File: src/rtl/ils_pkg.sv
`timescale 1ns / 1ps
// ----------------------------------------------------------------------------
// Indexed list store package
// Command codes, field widths and the control and status bundles that pass
// between the controller and the datapath.
// ----------------------------------------------------------------------------
package ils_pkg;

  // Field widths of one transaction on each channel.
  localparam int CMD_W     = 3;
  localparam int POS_W     = 8;
  localparam int DATA_W    = 32;
  localparam int CNT_OUT_W = 9;

  // Command codes.
  localparam logic [CMD_W-1:0] CMD_GET  = 3'd0;
  localparam logic [CMD_W-1:0] CMD_HEAD = 3'd1;
  localparam logic [CMD_W-1:0] CMD_TAIL = 3'd2;
  localparam logic [CMD_W-1:0] CMD_AT   = 3'd3;
  localparam logic [CMD_W-1:0] CMD_DEL  = 3'd4;

  // Read value returned for a get at an index outside the list.
  localparam logic [DATA_W-1:0] RD_INVALID = '1;

  // Commands from the controller to the datapath.
  typedef struct packed {
    logic latch_in;
    logic decide;
    logic ptr_load;
    logic shift_rd;
    logic shift_wr;
    logic ptr_step;
    logic commit;
    logic load_out;
  } ils_ctl_t;

  // Status from the datapath to the controller.
  typedef struct packed {
    logic need_shift;
    logic need_commit;
    logic shift_last;
    logic out_free;
  } ils_stat_t;

endpackage

File: src/rtl/ils_ctrl.sv
`timescale 1ns / 1ps
// ----------------------------------------------------------------------------
// Indexed list store controller
// Sequences one command at a time: decide, shift the store entry by entry and
// commit the count change as needed; hand the result to the output register.
// ----------------------------------------------------------------------------
module ils_ctrl
  import ils_pkg::*;
(
  input  logic      clk,
  input  logic      rst_n,
  input  logic      in_valid,
  output logic      in_stall,
  input  ils_stat_t stat,
  output ils_ctl_t  ctl
);

  localparam logic [2:0] S_IDLE   = 3'd0;
  localparam logic [2:0] S_DECIDE = 3'd1;
  localparam logic [2:0] S_SHRD   = 3'd2;
  localparam logic [2:0] S_SHWR   = 3'd3;
  localparam logic [2:0] S_COMMIT = 3'd4;
  localparam logic [2:0] S_RESULT = 3'd5;

  logic [2:0] state_r;
  logic [2:0] state_nxt;

  // The input side is open only while no command is in progress.
  assign in_stall = (state_r != S_IDLE);

  // Next state and datapath commands.
  always_comb begin
    state_nxt = state_r;
    ctl       = '0;
    case (state_r)
      S_IDLE: begin
        if (in_valid) begin
          ctl.latch_in = 1'b1;
          state_nxt    = S_DECIDE;
        end
      end
      S_DECIDE: begin
        ctl.decide = 1'b1;
        if (stat.need_shift) begin
          ctl.ptr_load = 1'b1;
          state_nxt    = S_SHRD;
        end else if (stat.need_commit) begin
          state_nxt = S_COMMIT;
        end else begin
          state_nxt = S_RESULT;
        end
      end
      S_SHRD: begin
        ctl.shift_rd = 1'b1;
        state_nxt    = S_SHWR;
      end
      S_SHWR: begin
        ctl.shift_wr = 1'b1;
        if (stat.shift_last) begin
          state_nxt = S_COMMIT;
        end else begin
          ctl.ptr_step = 1'b1;
          state_nxt    = S_SHRD;
        end
      end
      S_COMMIT: begin
        ctl.commit = 1'b1;
        state_nxt  = S_RESULT;
      end
      S_RESULT: begin
        if (stat.out_free) begin
          ctl.load_out = 1'b1;
          state_nxt    = S_IDLE;
        end
      end
      default: begin
        state_nxt = S_IDLE;
      end
    endcase
  end

  // State register.
  always_ff @(posedge clk) begin
    if (!rst_n) begin
      state_r <= S_IDLE;
    end else begin
      state_r <= state_nxt;
    end
  end

endmodule

File: config.mk
export PLATFORM = sky130hd
export DESIGN_NAME = ils_ctrl
export DESIGN_NICKNAME = d
export VERILOG_FILES = /design/src/rtl/ils_pkg.sv /design/src/rtl/ils_ctrl.sv
export SDC_FILE = /design/constraint.sdc
export NUM_CORES = 1
export LEC_CHECK = 0
export ABC_AREA = 1
export BUFFER_PORTS_ARGS = -buffer_cell sky130_fd_sc_hd__buf_4
export CORE_AREA = 2 2 39 41
export DETAILED_ROUTE_END_ITERATION = 8
export DIE_AREA = 0 0 41 43
export GPL_TIMING_DRIVEN = 0
export SYNTH_ARGS = -nofsm -noshare
export SYNTH_HDL_FRONTEND = slang
export SYNTH_SLANG_ARGS = --single-unit
File: constraint.sdc
create_clock -name clk -period 1.15 [get_ports clk]
set_clock_uncertainty 0.15 [all_clocks]
set_input_delay 0.115 -clock clk [delete_from_list [all_inputs] [get_ports clk]]
set_output_delay 0.115 -clock clk [all_outputs]
set_load 0.005 [all_outputs]
Yosys cells after proc, flatten, opt, wreduce, memory -nomap -nowiden --
Index checks and enable logic that the tools add are counted.
Cells by class: mux-type cells 16, reductions and logical operators 3, equal/unequal tests 7
Operators by type and width (count):
- $pmux W3 S6 | 1
- $mux W3 | 4
- $mux W1 | 9
- $eq A3 B2 Y1 const B | 2
- $eq A3 B3 Y1 const B | 2
- $mux W2 | 2
- $ne A2 B2 Y1 const B | 2
- $eq A3 B1 Y1 const B | 1
- $logic_not A3 Y1 | 1
- $reduce_bool A3 Y1 | 1
- $reduce_and A2 Y1 | 1
Storage, ports and cells: input bits 7, output and inout port bits 9, logic and storage cells 27, register bits after elaboration 3

Depth between registers and ports, before layout --
word-level depth 3, gate-level depth with buffers 7, mapped depth without buffers 7

Worst setup path before layout --
OpenSTA, ideal clock, no wires.
path type reg-to-reg, from register state_r[2], to register state_r[0], data required time 0.887 ns, cell stages (with the launch flop) 8, arrival 0.855 ns, clock period less this slack 1.118 ns, setup time 0.113 ns, slack 0.032 ns, cells stage by stage dfxtp_1 -> inv_2 -> nand3_1 -> nor2_1 -> nor2_1 -> nor2_1 -> nor2_1 -> nor2_1
Between the ends: longest elaborated chain between the ends 3, elaborated cells on any way between the ends 10, those cells by class eq/ne: 7; mux: 1; reduce/logical: 2
RTL lines:
- start, declared | RTL line ils_ctrl.sv:25 | logic [2:0] state_r;
- start signal, assigned | RTL line ils_ctrl.sv:87 | state_r <= state_nxt;
- $eq A3 B3 Y1 or $logic_not A3 Y1 (tied branches) | RTL line ils_ctrl.sv:35 | case (state_r)
- $ne A2 B2 Y1 (no source line)
- $reduce_and A2 Y1 (no source line)
Parallel ways exist; a longest one is shown, timed or not. A chain may end at the register's enable or synchronous reset.

==> out/metrics.cfg <==
[setup_path]
cp.arrival_ns=1.11
crit_start=state_r[1]
crit_required_ns=0.88
worstSetupPathType=reg2out
path_max_fanout=6
r2r_end=state_r[1]
r2r.worst_path.cells=5
setup.worst_path.start_class=flop
worst-r2r-setup-slack_ns=-0.07
r2r_start=state_r[1]
end_kind=output pin

[timing]
finalCritPeriodShare_pct=119
relSlewSlack_pct=87.9
finalMaxSlewViolations=0
timing.fmax_mhz=728
period_needed_ns=1.37
tightest_slew_ns=0.180
setup-violations-final=10
final_hold_viol_count=0
post-route-worst-setup-slack_ns=-0.224
rsz0062_at_grt=yes

[finish]
final_nets=76
area_growth_pct=119
area.sequential_um2=71.3
largest_reg_flops=3
drive_gt1_share_pct=57.4
final_cells=84
reg_top3=state_r: 3 flops
fillers=160
insertedDiodeCount=0
multi_input_area_um2=154
regMostFlops=state_r
final_core_util_pct=37.3

[placement]
place_hpwl_um=471
dpl_worst_slack_ns=-0.0880
routabilityCongestion=0.705
io_buffers=15
numPlacedInstances=71

[global_routing]
grt_pass1_vias=302
grt_first_pass_wirelength_mm=1.11
grt_overflow=0
grt_max_degree=7
antenna_found_initial=0
track_usage_pct=9.65

[cts]
clk_latency_ns=0.23
clk_pin_slew_ns=0.04
cts_tree=yes
clockBufferDepth=2
cts_root_buf=clkbuf_4
numCtsBuffers=3
cts_num_sinks=3
cts_htree_levels=1

[synthesis]
netlist_area_um2=236
synthArstFlopShare_pct=0
yosys.area_share.simple_pct=48.1
muxShareOfSynthArea_pct=0
synth_cell_types=13
syn-num-nets=47
synthTopCellsByArea=dfxtp_1, inv_1, nor2_1
avgSynthCellArea_um2=5.91
synthFlopType=dfxtp_1
synth_top_family_by_area=simple AND/OR/NAND/NOR gates
ys_ff_latch=3
ys_seq_area_share_pct=25.4
synth_compound_area_share_pct=7.41
synth-xor-area-share_pct=0
synth_edf_count=0
synth_adder_area_share_pct=0
ys_top_cells_by_count=inv_1, nor2_1, nand2_1, nand3_1
netlist_instances=40
synthDominantCellAreaShare_pct=25.4
netlist.top_cell.by_area=dfxtp_1
yosysWarnings=0

[hold_path]
min_path_type=in2reg
min_from=stat[1]
min_to=state_r[2]
hold_depth=3

[floorplan]
die_w_um=41
std_cell_rows=14
die_h_um=43
pin_count=16
coreArea_um2=1380
initial_core_util_pct=17.1
die_area_um2=1760

[outcome]
status=complete, but fails checks
violations=negative setup slack

[pwr]
p_per_area_nw_per_um2=1220
worst_ir_drop_vdd_v=0.000513
p_leak_nw=0.284

[route]
routed_wl_um=737
drc=0
avgRoutedWirePerCell_um=8.77
vias=339
antenna_left=0
dr.pass1.iters=4
drtIter0Drc=3
viasPerCell=4.04

[run]
max_cap_violations=0

[report_power, final]
part | internal, mW | switching (mW)
registers | 0.127 | 0.0345
logic | 0.155 | 0.131
clock network | 0.130 | 0.0541
total | 0.412 | 0.219
[through the flow]
stage	power (mW)	cell area, µm²	TNS [ns]	hold slack, ns
after floorplan	0.255	236	0	0.115
after detailed placement	0.352	369	-0.296	0.223
after global routing	0.690	517	-2.15	0.0129
final	0.631	517	-1.31	0.00811
after CTS	0.599	465	-1.34	0.00147
after global placement	0.349	369	-0.274	0.218
[worst max path at each step]
stage / end / slack [ns] / cells after the start
after CTS: ctl[2] / -0.22 / 5
final: ctl[2] / -0.22 / 5
after detailed placement: state_r[0] / -0.09 / 7
after floorplan: state_r[0] / 0.03 / 7
after global routing: ctl[2] / -0.29 / 5
after global placement: ctl[2] / -0.07 / 5
[layout make-up]
cell class	count	area share, %
inverters	12	10.7
well taps	16	3.87
multi-input cells	25	29.8
flip-flops and latches	3	13.8
repair buffers	24	36.8
clock buffers	4	5.08
[cells by family (layout without fill, tap and decap cells)]
family / Yosys count / count (layout)
simple gates: 22 / 22
compound gates: 3 / 3
buf+inv: 12 / 40
flops: 3 / 3
[layout by cell type, fill, tap and decap left out, drive strengths merged]
cell / count
nor4: 1
nor3: 2
a31oi: 2
or2: 1
dfxtp: 3
clkbuf: 4
inv: 12
dlygate4sd3: 1
nand2: 4
nor2: 9
nand4: 1
nand3: 4
buf: 23
o21ai: 1
[what timing repair did]
action,4_1_cts,5_1_grt
buffers inserted,5,4
endpoints found under the hold margin,1,0
pin swaps,4,4
resized for setup,10,7
hold buffers,1,0
endpoints found under the setup margin,12,11
[layer usage]
layer / global-route usage, % / vias up / part of all wire, % / wire length [µm]
li1: - / 180 / - / -
met1: 11.3 / 148 / 38 / 279
met2: 13.4 / 11 / 54 / 398
met3: 3.14 / 0 / 8.1 / 60
met4: 8.00 / 0 / 0 / 0
met5: 0 / - / 0 / 0
[worst max-delay path, cell delays in order, from the launching register on]
cell and delay [ns]:
dfxtp_4 0.38, inv_4 0.05, nor3_4 0.20, nand2_1 0.09, inv_1 0.06, buf_4 0.10
Note: power is estimated with default switching activity, not from simulation.
